## src/sv/srp_pkg.sv

```systemverilog
// ----------------------------------------------------------------------------
// srp_pkg
// Shared types and constants of the shelf rectangle packer.
// ----------------------------------------------------------------------------
package srp_pkg;

  // Operation codes of an input word
  localparam logic OP_LOAD = 1'b0;
  localparam logic OP_PACK = 1'b1;

  // Register indexes (paddr[2]) and reset values
  localparam logic        REG_ATLAS    = 1'b0;
  localparam logic        REG_GUTTER   = 1'b1;
  localparam logic [14:0] ATLAS_RESET  = 15'd4096;
  localparam logic [7:0]  GUTTER_RESET = 8'd1;

  typedef enum logic [1:0] {
    STAT_OK        = 2'd0,
    STAT_TOO_BIG   = 2'd1,
    STAT_EXHAUSTED = 2'd2,
    STAT_OVERFLOW  = 2'd3
  } srp_status_e;

  typedef enum logic [3:0] {
    S_IDLE,
    S_RK_KEY,
    S_RK_KEYW,
    S_RK_RD,
    S_RK_CMP,
    S_PL_ORD,
    S_PL_CARD,
    S_PL_CALC,
    S_OUT_RD,
    S_OUT_EMIT
  } srp_state_e;

  typedef struct packed {
    logic        operation;
    logic [11:0] card_width;
    logic [11:0] card_height;
  } srp_in_t;

  typedef struct packed {
    logic [5:0]  card_index;
    logic        card_valid;
    logic [13:0] offset_x;
    logic [13:0] offset_y;
    logic        placed;
    logic [1:0]  status;
    logic [14:0] used_height;
    logic        last;
  } srp_res_t;

  // Controller to datapath commands
  typedef struct packed {
    logic load;        // load word accepted
    logic pack_init;   // pack word accepted with a non-empty set
    logic empty_emit;  // pack word accepted with nothing loaded
    logic rd_key;      // read sizes of the card being ranked
    logic key_lat;     // capture its key
    logic rd_j;        // read sizes of the compared card
    logic cmp_step;    // compare and count
    logic rd_ord;      // read packing order entry
    logic card_lat;    // capture card number, read its sizes
    logic place_step;  // shelf placement of one card
    logic rd_pos;      // read position of result card
    logic emit_step;   // present one result
  } srp_cmd_t;

  // Datapath to controller status
  typedef struct packed {
    logic empty;
    logic j_last;
    logic c_last;
    logic k_last;
    logic i_last;
    logic fail;
  } srp_sts_t;

endpackage

```

## src/sv/shelf_rect_packer_top.sv

```systemverilog
// ----------------------------------------------------------------------------
// shelf_rect_packer_top
// Next-fit shelf packer of up to MAX_CARDS rectangles in a square atlas.
// ----------------------------------------------------------------------------
// Usage:
//   Input words are taken when start is high and busy is low. A load word
//   stores one rectangle size; loads may follow each other back to back.
//   Loads past capacity are dropped and flag overflow.
//   A pack word ranks the set (height desc, width desc, index asc), walks
//   the shelves and then emits one result word per card in load order,
//   each on res_o for one cycle marked by res_valid_o, last on the final.
//   Pack of n cards: the rank pass compares every card with every other
//   through the single read port of the size RAM. A pack of an empty set
//   returns one word the cycle after it is taken.
//   Results cannot be held off; the receiver takes each word as shown.
//   Configuration (atlas size at 0x0, gutter at 0x4) goes over the APB
//   port while the block is idle; pready is always high.
//   Reset clears the loaded set, overflow and shelf state; registers
//   return to atlas 4096, gutter 1.
// ----------------------------------------------------------------------------
module shelf_rect_packer_top #(
  parameter int unsigned MAX_CARDS = 64
) (
  input  logic              clk_i,
  input  logic              rst_ni,
  // command channel
  input  logic              start,
  output logic              busy,
  input  srp_pkg::srp_in_t  in_item_i,
  // result channel
  output logic              res_valid_o,
  output srp_pkg::srp_res_t res_o,
  // configuration port
  input  logic              psel,
  input  logic              penable,
  input  logic              pwrite,
  input  logic [2:0]        paddr,
  input  logic [31:0]       pwdata,
  output logic [31:0]       prdata,
  output logic              pready
);
  import srp_pkg::*;

  logic [14:0] atlas_q;
  logic [7:0]  gutter_q;
  logic        cfg_wr;
  srp_cmd_t    cmd;
  srp_sts_t    sts;

  // register file
  assign pready = 1'b1;
  assign cfg_wr = psel && penable && pwrite;

  always_ff @(posedge clk_i or negedge rst_ni) begin
    if (!rst_ni) begin
      atlas_q  <= ATLAS_RESET;
      gutter_q <= GUTTER_RESET;
    end else if (cfg_wr) begin
      unique case (paddr[2])
        REG_ATLAS:  atlas_q  <= pwdata[14:0];
        REG_GUTTER: gutter_q <= pwdata[7:0];
        default:    atlas_q  <= atlas_q;
      endcase
    end
  end

  assign prdata = (paddr[2] == REG_GUTTER) ? {24'd0, gutter_q} : {17'd0, atlas_q};

  srp_ctrl u_ctrl (
    .clk_i       (clk_i),
    .rst_ni      (rst_ni),
    .start       (start),
    .operation_i (in_item_i.operation),
    .sts_i       (sts),
    .cmd_o       (cmd),
    .busy        (busy)
  );

  srp_dp #(.MAX_CARDS(MAX_CARDS)) u_dp (
    .clk_i       (clk_i),
    .rst_ni      (rst_ni),
    .cmd_i       (cmd),
    .in_item_i   (in_item_i),
    .atlas_i     (atlas_q),
    .gutter_i    (gutter_q),
    .sts_o       (sts),
    .res_valid_o (res_valid_o),
    .res_o       (res_o)
  );

endmodule

```

## src/sv/srp_ram.sv

```systemverilog
// ----------------------------------------------------------------------------
// srp_ram
// Generic single-write, single-read RAM with registered read data.
// ----------------------------------------------------------------------------
module srp_ram #(
  parameter int unsigned WIDTH = 8,
  parameter int unsigned DEPTH = 64,
  localparam int unsigned AW   = (DEPTH > 1) ? $clog2(DEPTH) : 1
) (
  input  logic             clk_i,
  input  logic             we_i,
  input  logic [AW-1:0]    waddr_i,
  input  logic [WIDTH-1:0] wdata_i,
  input  logic [AW-1:0]    raddr_i,
  output logic [WIDTH-1:0] rdata_o
);

  logic [WIDTH-1:0] mem_q [DEPTH];

  always_ff @(posedge clk_i) begin
    if (we_i) begin
      mem_q[waddr_i] <= wdata_i;
    end
    rdata_o <= mem_q[raddr_i];
  end

endmodule

```

## src/sv/srp_ctrl.sv

```systemverilog
// ----------------------------------------------------------------------------
// srp_ctrl
// Sequencer: load, rank pass, shelf placement walk, result walk.
// ----------------------------------------------------------------------------
module srp_ctrl (
  input  logic             clk_i,
  input  logic             rst_ni,
  input  logic             start,
  input  logic             operation_i,
  input  srp_pkg::srp_sts_t sts_i,
  output srp_pkg::srp_cmd_t cmd_o,
  output logic             busy
);
  import srp_pkg::*;

  srp_state_e state_q, state_d;
  logic       accept;

  assign accept = start && (state_q == S_IDLE);
  assign busy   = (state_q != S_IDLE);

  always_ff @(posedge clk_i or negedge rst_ni) begin
    if (!rst_ni) begin
      state_q <= S_IDLE;
    end else begin
      state_q <= state_d;
    end
  end

  // next state
  always_comb begin
    state_d = state_q;
    unique case (state_q)
      S_IDLE: begin
        if (accept && operation_i == OP_PACK && !sts_i.empty) state_d = S_RK_KEY;
      end
      S_RK_KEY:  state_d = S_RK_KEYW;
      S_RK_KEYW: state_d = S_RK_RD;
      S_RK_RD:   state_d = S_RK_CMP;
      S_RK_CMP: begin
        if (!sts_i.j_last)     state_d = S_RK_RD;
        else if (sts_i.c_last) state_d = S_PL_ORD;
        else                   state_d = S_RK_KEY;
      end
      S_PL_ORD:  state_d = S_PL_CARD;
      S_PL_CARD: state_d = S_PL_CALC;
      S_PL_CALC: begin
        state_d = (sts_i.fail || sts_i.k_last) ? S_OUT_RD : S_PL_ORD;
      end
      S_OUT_RD:  state_d = S_OUT_EMIT;
      S_OUT_EMIT: begin
        state_d = sts_i.i_last ? S_IDLE : S_OUT_RD;
      end
      default:   state_d = S_IDLE;
    endcase
  end

  // commands
  always_comb begin
    cmd_o = '0;
    unique case (state_q)
      S_IDLE: begin
        cmd_o.load       = accept && (operation_i == OP_LOAD);
        cmd_o.pack_init  = accept && (operation_i == OP_PACK) && !sts_i.empty;
        cmd_o.empty_emit = accept && (operation_i == OP_PACK) && sts_i.empty;
      end
      S_RK_KEY:   cmd_o.rd_key     = 1'b1;
      S_RK_KEYW:  cmd_o.key_lat    = 1'b1;
      S_RK_RD:    cmd_o.rd_j       = 1'b1;
      S_RK_CMP:   cmd_o.cmp_step   = 1'b1;
      S_PL_ORD:   cmd_o.rd_ord     = 1'b1;
      S_PL_CARD:  cmd_o.card_lat   = 1'b1;
      S_PL_CALC:  cmd_o.place_step = 1'b1;
      S_OUT_RD:   cmd_o.rd_pos     = 1'b1;
      S_OUT_EMIT: cmd_o.emit_step  = 1'b1;
      default:    cmd_o = '0;
    endcase
  end

endmodule

```

## src/sv/srp_dp.sv

```systemverilog
// ----------------------------------------------------------------------------
// srp_dp
// Datapath: size store, rank counter, order store, shelf state, positions.
// ----------------------------------------------------------------------------
module srp_dp #(
  parameter int unsigned MAX_CARDS = 64
) (
  input  logic              clk_i,
  input  logic              rst_ni,
  input  srp_pkg::srp_cmd_t cmd_i,
  input  srp_pkg::srp_in_t  in_item_i,
  input  logic [14:0]       atlas_i,
  input  logic [7:0]        gutter_i,
  output srp_pkg::srp_sts_t sts_o,
  output logic              res_valid_o,
  output srp_pkg::srp_res_t res_o
);
  import srp_pkg::*;

  localparam int unsigned IDX_W = (MAX_CARDS > 1) ? $clog2(MAX_CARDS) : 1;
  localparam int unsigned CNT_W = IDX_W + 1;

  // set bookkeeping
  logic [CNT_W-1:0] cnt_q, n_m1;
  logic             ovf_q, full;
  // loop counters
  logic [IDX_W-1:0] c_q, j_q, k_q, i_q, rank_q, rank_n, card_q;
  // rank key of card c
  logic [11:0]      key_w_q, key_h_q;
  logic             lt;
  // shelf state
  logic [14:0]      cx_q, top_q;
  logic [12:0]      tall_q;
  srp_status_e      stat_q;
  logic [MAX_CARDS-1:0] flags_q;
  // memory ports
  logic [IDX_W-1:0] wh_raddr;
  logic [23:0]      wh_rdata;
  logic [IDX_W-1:0] ord_rdata;
  logic [27:0]      pos_rdata;
  logic             ord_we, pos_we;
  // placement arithmetic
  logic [12:0]      pw, ph;
  logic [15:0]      cx_end, top_nl, y_end, used_sum;
  logic             too_big, new_line, exhausted;
  logic [14:0]      top_n, cx_n;
  logic [14:0]      used_sat;
  srp_status_e      res_stat;
  srp_res_t         res_d;
  logic             res_valid_d;

  assign full = (cnt_q >= CNT_W'(MAX_CARDS));
  assign n_m1 = cnt_q - 1'b1;

  // status to controller
  assign sts_o.empty  = (cnt_q == '0);
  assign sts_o.j_last = ({1'b0, j_q} == n_m1);
  assign sts_o.c_last = ({1'b0, c_q} == n_m1);
  assign sts_o.k_last = ({1'b0, k_q} == n_m1);
  assign sts_o.i_last = ({1'b0, i_q} == n_m1);
  assign sts_o.fail   = cmd_i.place_step && (too_big || exhausted);

  // size store read address
  always_comb begin
    priority if (cmd_i.rd_key)  wh_raddr = c_q;
    else if (cmd_i.card_lat)    wh_raddr = ord_rdata;
    else                        wh_raddr = j_q;
  end

  srp_ram #(.WIDTH(24), .DEPTH(MAX_CARDS)) u_wh_ram (
    .clk_i   (clk_i),
    .we_i    (cmd_i.load && !full),
    .waddr_i (cnt_q[IDX_W-1:0]),
    .wdata_i ({in_item_i.card_height, in_item_i.card_width}),
    .raddr_i (wh_raddr),
    .rdata_o (wh_rdata)
  );

  // rank compare: does card j go before card c
  assign lt = (wh_rdata[23:12] > key_h_q) ||
              ((wh_rdata[23:12] == key_h_q) && (wh_rdata[11:0] > key_w_q)) ||
              ((wh_rdata[23:12] == key_h_q) && (wh_rdata[11:0] == key_w_q) &&
               (j_q < c_q));
  assign rank_n = rank_q + IDX_W'(lt);
  assign ord_we = cmd_i.cmp_step && sts_o.j_last;

  srp_ram #(.WIDTH(IDX_W), .DEPTH(MAX_CARDS)) u_ord_ram (
    .clk_i   (clk_i),
    .we_i    (ord_we),
    .waddr_i (rank_n),
    .wdata_i (c_q),
    .raddr_i (k_q),
    .rdata_o (ord_rdata)
  );

  // shelf placement of one card
  assign pw        = {1'b0, wh_rdata[11:0]} + {5'd0, gutter_i};
  assign ph        = {1'b0, wh_rdata[23:12]} + {5'd0, gutter_i};
  assign too_big   = ({2'b0, pw} > atlas_i) || ({2'b0, ph} > atlas_i);
  assign cx_end    = {1'b0, cx_q} + {3'd0, pw};
  assign new_line  = (cx_end > {1'b0, atlas_i});
  assign top_nl    = {1'b0, top_q} + {3'd0, tall_q};
  assign top_n     = new_line ? top_nl[14:0] : top_q;
  assign cx_n      = new_line ? '0 : cx_q;
  assign y_end     = {1'b0, top_n} + {3'd0, ph};
  assign exhausted = (y_end > {1'b0, atlas_i});
  assign pos_we    = cmd_i.place_step && !too_big && !exhausted;

  srp_ram #(.WIDTH(28), .DEPTH(MAX_CARDS)) u_pos_ram (
    .clk_i   (clk_i),
    .we_i    (pos_we),
    .waddr_i (card_q),
    .wdata_i ({top_n[13:0], cx_n[13:0]}),
    .raddr_i (i_q),
    .rdata_o (pos_rdata)
  );

  // result word
  assign used_sum = {1'b0, top_q} + {3'd0, tall_q};
  assign used_sat = used_sum[15] ? 15'h7FFF : used_sum[14:0];
  assign res_stat = (stat_q != STAT_OK) ? stat_q : (ovf_q ? STAT_OVERFLOW : STAT_OK);

  always_comb begin
    res_d       = '0;
    res_valid_d = 1'b0;
    if (cmd_i.empty_emit) begin
      res_valid_d = 1'b1;
      res_d.status = ovf_q ? STAT_OVERFLOW : STAT_OK;
      res_d.last   = 1'b1;
    end else if (cmd_i.emit_step) begin
      res_valid_d       = 1'b1;
      res_d.card_index  = 6'(i_q);
      res_d.card_valid  = 1'b1;
      res_d.placed      = flags_q[i_q];
      res_d.offset_x    = flags_q[i_q] ? pos_rdata[13:0] : '0;
      res_d.offset_y    = flags_q[i_q] ? pos_rdata[27:14] : '0;
      res_d.status      = res_stat;
      res_d.used_height = used_sat;
      res_d.last        = sts_o.i_last;
    end
  end

  // control registers
  always_ff @(posedge clk_i or negedge rst_ni) begin
    if (!rst_ni) begin
      cnt_q       <= '0;
      ovf_q       <= 1'b0;
      c_q         <= '0;
      j_q         <= '0;
      k_q         <= '0;
      i_q         <= '0;
      rank_q      <= '0;
      cx_q        <= '0;
      top_q       <= '0;
      tall_q      <= '0;
      stat_q      <= STAT_OK;
      flags_q     <= '0;
      res_valid_o <= 1'b0;
    end else begin
      res_valid_o <= res_valid_d;
      if (cmd_i.load) begin
        if (full) ovf_q <= 1'b1;
        else      cnt_q <= cnt_q + 1'b1;
      end
      if (cmd_i.empty_emit) ovf_q <= 1'b0;
      if (cmd_i.pack_init) begin
        c_q     <= '0;
        j_q     <= '0;
        k_q     <= '0;
        i_q     <= '0;
        rank_q  <= '0;
        cx_q    <= '0;
        top_q   <= '0;
        tall_q  <= '0;
        stat_q  <= STAT_OK;
        flags_q <= '0;
      end
      if (cmd_i.cmp_step) begin
        if (sts_o.j_last) begin
          j_q    <= '0;
          rank_q <= '0;
          c_q    <= c_q + 1'b1;
        end else begin
          j_q    <= j_q + 1'b1;
          rank_q <= rank_n;
        end
      end
      if (cmd_i.place_step) begin
        k_q <= k_q + 1'b1;
        if (too_big) begin
          stat_q <= STAT_TOO_BIG;
        end else begin
          top_q <= top_n;
          if (exhausted) begin
            stat_q <= STAT_EXHAUSTED;
            if (new_line) begin
              cx_q   <= '0;
              tall_q <= '0;
            end
          end else begin
            flags_q[card_q] <= 1'b1;
            cx_q   <= cx_n + {2'b0, pw};
            if (new_line || ph > tall_q) tall_q <= ph;
          end
        end
      end
      if (cmd_i.emit_step) begin
        i_q <= i_q + 1'b1;
        if (sts_o.i_last) begin
          cnt_q <= '0;
          ovf_q <= 1'b0;
        end
      end
    end
  end

  // payload registers
  always_ff @(posedge clk_i) begin
    if (cmd_i.key_lat) begin
      key_w_q <= wh_rdata[11:0];
      key_h_q <= wh_rdata[23:12];
    end
    if (cmd_i.card_lat) card_q <= ord_rdata;
    res_o <= res_d;
  end

  // a result word only follows an emit command
  a_res_src: assert property (@(posedge clk_i) disable iff (!rst_ni)
    res_valid_o |-> $past(cmd_i.emit_step || cmd_i.empty_emit))
    else $error("result without emit command");

  // the set never grows past capacity
  a_cnt_max: assert property (@(posedge clk_i) disable iff (!rst_ni)
    cnt_q <= CNT_W'(MAX_CARDS))
    else $error("loaded count above capacity");

  // the empty-set word is always the last of its run
  a_empty_last: assert property (@(posedge clk_i) disable iff (!rst_ni)
    (res_valid_o && !res_o.card_valid) |-> res_o.last)
    else $error("empty-set word not last");

  // a placed card never lands after a failure
  a_no_place_after_fail: assert property (@(posedge clk_i) disable iff (!rst_ni)
    (cmd_i.place_step && stat_q != STAT_OK) |-> 1'b0)
    else $error("placement after failure");

  // memory read commands never overlap
  a_one_read: assert property (@(posedge clk_i) disable iff (!rst_ni)
    $onehot0({cmd_i.rd_key, cmd_i.rd_j, cmd_i.rd_ord, cmd_i.card_lat, cmd_i.rd_pos}))
    else $error("overlapping read commands");

endmodule
```

## config.mk

```make
export PLATFORM = sky130hd
export DESIGN_NAME = shelf_rect_packer_top
export DESIGN_NICKNAME = d
export VERILOG_FILES = /design/src/sv/srp_pkg.sv /design/src/sv/shelf_rect_packer_top.sv /design/src/sv/srp_ram.sv /design/src/sv/srp_ctrl.sv /design/src/sv/srp_dp.sv
export SDC_FILE = /design/constraint.sdc
export NUM_CORES = 2
export LEC_CHECK = 0
export BUFFER_PORTS_ARGS = -buffer_cell sky130_fd_sc_hd__buf_2
export CORE_MARGIN = 2
export CORE_UTILIZATION = 31
export CTS_CLUSTER_DIAMETER = 100
export DETAILED_ROUTE_END_ITERATION = 7
export PLACE_DENSITY = 0.48
export SLEW_MARGIN = 20
export SYNTH_ARGS = -nofsm -noshare
export SYNTH_HDL_FRONTEND = slang
export SYNTH_HIERARCHICAL = 1
export SYNTH_SLANG_ARGS = --single-unit
```

## constraint.sdc

```tcl
create_clock -name clk_i -period 16.9 [get_ports clk_i]
set_input_delay 2.535 -clock clk_i [delete_from_list [all_inputs] [get_ports clk_i]]
set_output_delay 2.535 -clock clk_i [all_outputs]
set_load 0.1 [all_outputs]
```

# Word-level counts from Yosys, hierarchy flattened
# Memory sizes are Yosys's and may differ from the RTL's. A register that Yosys moved wholly into a read port is not among the register bits.
# Cells that the tools add are included.
[word_totals]
output_inout_bits = 89
inputBits = 66
latch_bits = 0
ramBits = 3712
regBits = 259
rom_bits = 0
wordCells = 191
mem_count = 3
[memory_table]
columns = ["name", "words", "word_bits", "rd", "rd_ports_with_merged_regs", "write_ports", "line_no", "text"]
rows = [
  ["u_dp.u_pos_ram.mem_q", 64, 28, 1, 1, 1, "srp_ram.sv:18", "logic [WIDTH-1:0] mem_q [DEPTH];"],
  ["u_dp.u_wh_ram.mem_q", 64, 24, 1, 1, 1, "srp_ram.sv:18", ""],
  ["u_dp.u_ord_ram.mem_q", 64, 6, 1, 1, 1, "srp_ram.sv:18", ""],
]
[classes]
multipliers = 0
bitwise = 5
addsub = 13
eq_ne = 16
n_div = 0
n_reduce_logical = 37
n_lt_le_gt_ge = 12
shift = 0
mux = 78
[op_table]
columns = ["op", "count"]
rows = [
  ["64-bit two-way mux", 4],
  ["15-bit two-way mux", 12],
  ["13-bit two-way mux", 6],
  ["6-bit two-way mux", 12],
  ["64-bit OR", 1],
  ["15-bit by 13-bit adder with 16-bit output", 3],
  ["48-bit two-way mux", 1],
  ["4-bit one-hot mux with 10 select lines", 1],
  ["16-bit by 15-bit > comparator with 1-bit output", 2],
  ["13-bit by 15-bit > comparator with 1-bit output", 2],
  ["6-bit by 7-bit == test with 1-bit output", 4],
  ["14-bit two-way mux", 2],
  ["7-bit two-way mux", 4],
  ["12-bit by 8-bit adder with 13-bit output", 2],
  ["6-bit by 1-bit adder with 6-bit output (second input constant)", 4],
  ["12-bit == test", 2],
  ["12-bit > comparator", 2],
  ["1-bit two-way mux", 21],
  ["4-bit by 3-bit == test with 1-bit output (second input constant)", 4],
  ["1-bit logical AND", 16],
  ["4-bit two-way mux", 4],
  ["15-bit by 13-bit adder with 15-bit output", 1],
  ["6-bit by 7-bit less-than comparator with 1-bit output (second input constant)", 2],
  ["2-bit two-way mux", 7],
  ["other kinds (24)", 42],
]

# Depth between registers and ports, before layout
[logic_depth]
word_depth = 11
mapped_depth = 53
depth_no_buf = 50

# Cells and area by module
# Netlist, hierarchy kept.
[modules_own_cells]
columns = ["mod", "n_inst", "area_each_um2", "cells_each", "seq_area_each_um2"]
rows = [
  ["srp_ram (u_dp.u_pos_ram)", 1, 69188.9, 3105, 54372.1],
  ["srp_ram (u_dp.u_wh_ram)", 1, 59295.6, 2610, 46604.7],
  ["srp_dp", 1, 15630.0, 1672, 5685.5],
  ["srp_ram (u_dp.u_ord_ram)", 1, 15225.9, 720, 11651.2],
  ["shelf_rect_packer_top", 1, 1214.9, 86, 578.1],
  ["srp_ctrl", 1, 357.8, 46, 100.1],
]

# Worst setup path after synthesis
# Ideal clock, no wire load.
[synth_timing]
path_type = "reg-to-reg"
from = "reg gutter_q[0]"
to = "mem u_dp.u_pos_ram.mem_q[48][0] (enable)"
t_required_ps = 16452
stages_incl_launch_ff = 48
arrival_ps = 13116
slack_ps = 3336
synth_period_minus_slack_ps = 13564
n_path_buf = 3
setup_ps = 448
path_cell_list = "dfstp_2 -> ha_1 -> inv_1 -> fa_1 -> xnor2_1 -> ha_1 -> nor2b_1 -> o21ai_0 -> a21boi_0 -> o21ai_0 -> a21boi_0 -> o21ai_0 -> nand2b_1 -> a21o_1 -> a21o_1 -> a311o_1 -> o211ai_1 -> ha_1 -> [... 12 more ...] -> nor3_1 -> a2111oi_2 -> o21ai_0 -> o41ai_2 -> nor2_1 -> a211oi_1 -> xnor2_1 -> ha_1 -> a21o_1 -> a21oi_1 -> nand3_1 -> o21ai_0 -> inv_1 -> nor3_2 -> buf_2 -> nor2b_1 -> nand4b_1 -> nor3_1"
[synth_between]
elab_chain_len = 10
elab_cells_between_ends = 16
classes_between = "add/sub (4); order compare (4); mux (3); reduce/logical (5)"
[synth_lines]
columns = ["item", "line_no", "text"]
rows = [
  ["start: declaration", "shelf_rect_packer_top.sv:45", "logic [7:0] gutter_q;"],
  ["start signal: assignment", "shelf_rect_packer_top.sv:61", "REG_GUTTER: gutter_q <= pwdata[7:0];"],
  ["12-bit by 8-bit adder with 13-bit output", "srp_dp.sv:97", "assign pw = {1'b0, wh_rdata[11:0]} + {5'd0, gutter_i};"],
  ["15-bit by 13-bit adder with 16-bit output", "srp_dp.sv:100", "assign cx_end = {1'b0, cx_q} + {3'd0, pw};"],
  ["16-bit by 15-bit > comparator with 1-bit output", "srp_dp.sv:101", "assign new_line = (cx_end > {1'b0, atlas_i});"],
  ["15-bit two-way mux", "srp_dp.sv:103", "assign top_n = new_line ? top_nl[14:0] : top_q;"],
  ["named net u_dp.top_n[2]", "srp_dp.sv:46", "logic [14:0] top_n, cx_n;"],
  ["15-bit by 13-bit adder with 16-bit output", "srp_dp.sv:105", "assign y_end = {1'b0, top_n} + {3'd0, ph};"],
  ["16-bit by 15-bit > comparator with 1-bit output", "srp_dp.sv:106", "assign exhausted = (y_end > {1'b0, atlas_i});"],
  ["1-bit zero test", "srp_dp.sv:107", "assign pos_we = cmd_i.place_step && !too_big && !exhausted;"],
  ["1-bit logical AND", "srp_dp.sv:107", ""],
  ["named net u_dp.pos_we", "srp_dp.sv:41", "logic ord_we, pos_we;"],
  ["1-bit two-way mux", "srp_ram.sv:21", "if (we_i) begin"],
  ["1-bit two-way mux (not written as such)", "srp_ram.sv:22", "mem_q[waddr_i] <= wdata_i;"],
  ["end: declaration", "srp_ram.sv:18", ""],
]
# The timed path passes the listed nets, and every way through them passes these cells.

# Worst setup path in the final report
[layout_timing]
from = "reg gutter_q[0]"
to = "mem u_dp.u_pos_ram.mem_q[4][7] (enable)"
[layout_between]
elab_chain_len = 10
elab_cells_between_ends = 16
classes_between = "add/sub (4); order compare (4); mux (3); reduce/logical (5)"
[layout_lines]
columns = ["item", "line_no"]
rows = [
  ["12-bit by 8-bit adder with 13-bit output", "srp_dp.sv:97"],
  ["15-bit by 13-bit adder with 16-bit output", "srp_dp.sv:100"],
  ["16-bit by 15-bit > comparator with 1-bit output", "srp_dp.sv:101"],
  ["15-bit two-way mux", "srp_dp.sv:103"],
  ["named net u_dp.top_n[0]", "srp_dp.sv:46"],
  ["15-bit by 13-bit adder with 16-bit output", "srp_dp.sv:105"],
  ["16-bit by 15-bit > comparator with 1-bit output", "srp_dp.sv:106"],
  ["1-bit zero test", "srp_dp.sv:107"],
  ["1-bit logical AND", "srp_dp.sv:107"],
  ["1-bit two-way mux", "srp_ram.sv:21"],
  ["1-bit two-way mux (not written as such)", "srp_ram.sv:22"],
]
# The timed path passes the listed nets, and every way through them passes these cells.

==> metrics.cfg <==
[global_route]
first_global_vias = 83274
overflow = 0
grt_pass1_wl_um = 638000
track_usage_pct = 16.9
grt_max_degree = 121
antenna_found_initial = 34

[hold_path]
holdCritPathClass = reg -> reg

[clocking]
cts_tree = done
cts_setup_buffers = 0
clock_latency_ns = 1.00
hold_buffers = 0
cts.path.max_buffers = 4
htreeDepth = 5
clockRootBuffer = clkbuf_16
numCtsBuffers = 435
cts_resized = 0
clkTransAtPathRegs_ns = 0.06
clkSinkCount = 4029

[flow_run]
drv_cap = 0

[floorplan]
num_rows = 264
die-area_um2 = 525000
dieHeight_um = 724
core_um2 = 517000
ios = 155
die_x_um = 724
initial_core_util_pct = 31.1

[yosys]
yosysWarnings = 6
syn_inst = 8236
syn_avg_cell_area_um2 = 19.5
syn_area_um2 = 161000

[final_layout]
syn2layout_area_growth_pct = 14.8
final_nets = 8860
drive_above_1_share_pct = 25.3
layout_commonest_cell = edfxtp_1
multi_input_area_um2 = 39700
num-fill-cells = 47844
regArea_um2 = 119000
layout_common_cells = 3,742 x edfxtp_1, 819 x mux4_2, 442 x clkbuf_16

[sta]
tightestPinTransition_ns = 1.27
finalCritPeriodShare_pct = 85.1
fin_worst_skew_ns = 0.0752
rsz0062_at_grt = false
tns_ns = 0
holdWs_ns = 0.425
relSlewSlack_pct = 14.8
layout_setup_ws_ns = 2.52
slew_viol_final = 0
setup_viol = 0
max_freq_mhz = 69.5
min_period_ns = 14.38
hold_viol = 0

[pwr]
sw_frac_of_total_pct = 38.3
leakage_nw = 59.1
switching_power_mw = 14.7
internal_power_mw = 23.6
pwr-share-clk_pct = 24.2
combPwrFrac_pct = 39.6
power_frac_seq_pct = 36.2
ir_worst_vdd_mv = 0.431
p_per_area_nw_per_um2 = 207

[setup_path]
cp-end-kind = flop
cp_common_cell = a21oi_1
critPathLaunchType = flop
critPathMaxFanout = 66
cp_slowest_stage_delay_ns = 1.17
cp.required_ns = 17.47
path_class = reg -> reg
cpMaxStageDelayCell = nor2_4
arrival_ns = 14.95

[routing]
drc = 0
drt-initial-drc-count = 8090
first_pass_iters = 5
via_per_inst = 5.17
wl_per_cell_um = 28.5
drt-total-wl_um = 454000
antenna_left = 0
via_count = 82226

[placement]
dpl.hpwl_um = 272000
place.gp.congestion = 0.852
dp_slack_ns = 2.50
io_buffers = 117

[outcome]
status = finished, final reports clean

[power groups by stage]
stage	sequential (mW)	clock (mW)	combinational, mW
final	13.8	9.28	15.2
after global routing	13.9	9.87	16.3
after CTS	13.9	9.50	15.4
after detailed placement	14.1	0	15.4
after global placement	14.0	0	15.1
after floorplan	14.0	0	9.16
[registers in the layout, summed over array words and instances, names as in the netlist, 12 cells and up]
name	flops
u_dp/u_wh_ram/mem_q	1536
u_dp/res_o	54
u_dp/u_ord_ram/mem_q	384
u_dp/cx_q	15
u_dp/u_wh_ram/rdata_o	24
u_dp/u_pos_ram/rdata_o	28
atlas_q	15
u_dp/u_pos_ram/mem_q	1792
u_dp/top_q	15
u_dp/key_w_q	12
u_dp/tall_q	13
u_dp/flags_q	64
u_dp/key_h_q	12
[path summary, 6_finish.rpt]
path / from / endpoint / slack, ns / cells past startpoint
worst max-delay path: gutter_q[0]$_DFFE_PN1P_ / u_dp/u_pos_ram/mem_q[4][7]$_DFFE_PP_ / 2.52 / 51
worst max register to register: gutter_q[0]$_DFFE_PN1P_ / u_dp/u_pos_ram/mem_q[4][7]$_DFFE_PP_ / 2.52 / 51
max in group asynchronous: rst_ni / u_dp/c_q[0]$_DFF_PN0_ / 13.53 / 2
worst min-delay path: u_dp/u_pos_ram/rdata_o[27]$_DFF_P_ / u_dp/res_o[32]$_SDFF_PP0_ / 0.43 / 1
worst min register to register: u_dp/u_pos_ram/rdata_o[27]$_DFF_P_ / u_dp/res_o[32]$_SDFF_PP0_ / 0.43 / 1
min in group asynchronous: rst_ni / u_dp/res_valid_o$_DFF_PN0_ / 1.60 / 1
[through the flow]
step	utilization [%]	total power, mW	area, um2	std cells
finish	35.7	38.3	185000	15906
global route	35.7	40.0	185000	15892
CTS	35.7	38.8	185000	15880
detailed placement	33.0	29.4	171000	15082
global placement	33.0	29.1	171000	15081
floorplan	-	23.1	161000	8252
[critical path: cells and delay by family (launching register included)]
family,cells,cell delay [ns]
AOI/OAI and AO/OA,21,5.18
adders and majority gates,7,2.16
buffers and inverters,5,0.96
and+or+nand+nor,15,4.33
DFF,1,0.56
xor gates and xnor gates,3,0.70
[routing by layer]
metal / global-route usage, % / vias up / part of all wire [%]
li1: - / 34620 / -
met1: 23.5 / 44470 / 44
met2: 27.3 / 2520 / 48
met3: 2.59 / 608 / 5.7
met4: 5.12 / 8 / 3.2
met5: 0 / - / 0.011
[area by class of cell]
type	count	share of cell area, %
sequential	4029	64.4
inverter	180	0.366
multi-input combinational	3591	21.5
timing repair buffer	375	1.49
tap	6916	4.68
clock buffer	552	6.30
antenna	17	0.0230
clock inverter	246	1.22
Note: power is estimated with default switching activity, not from simulation.
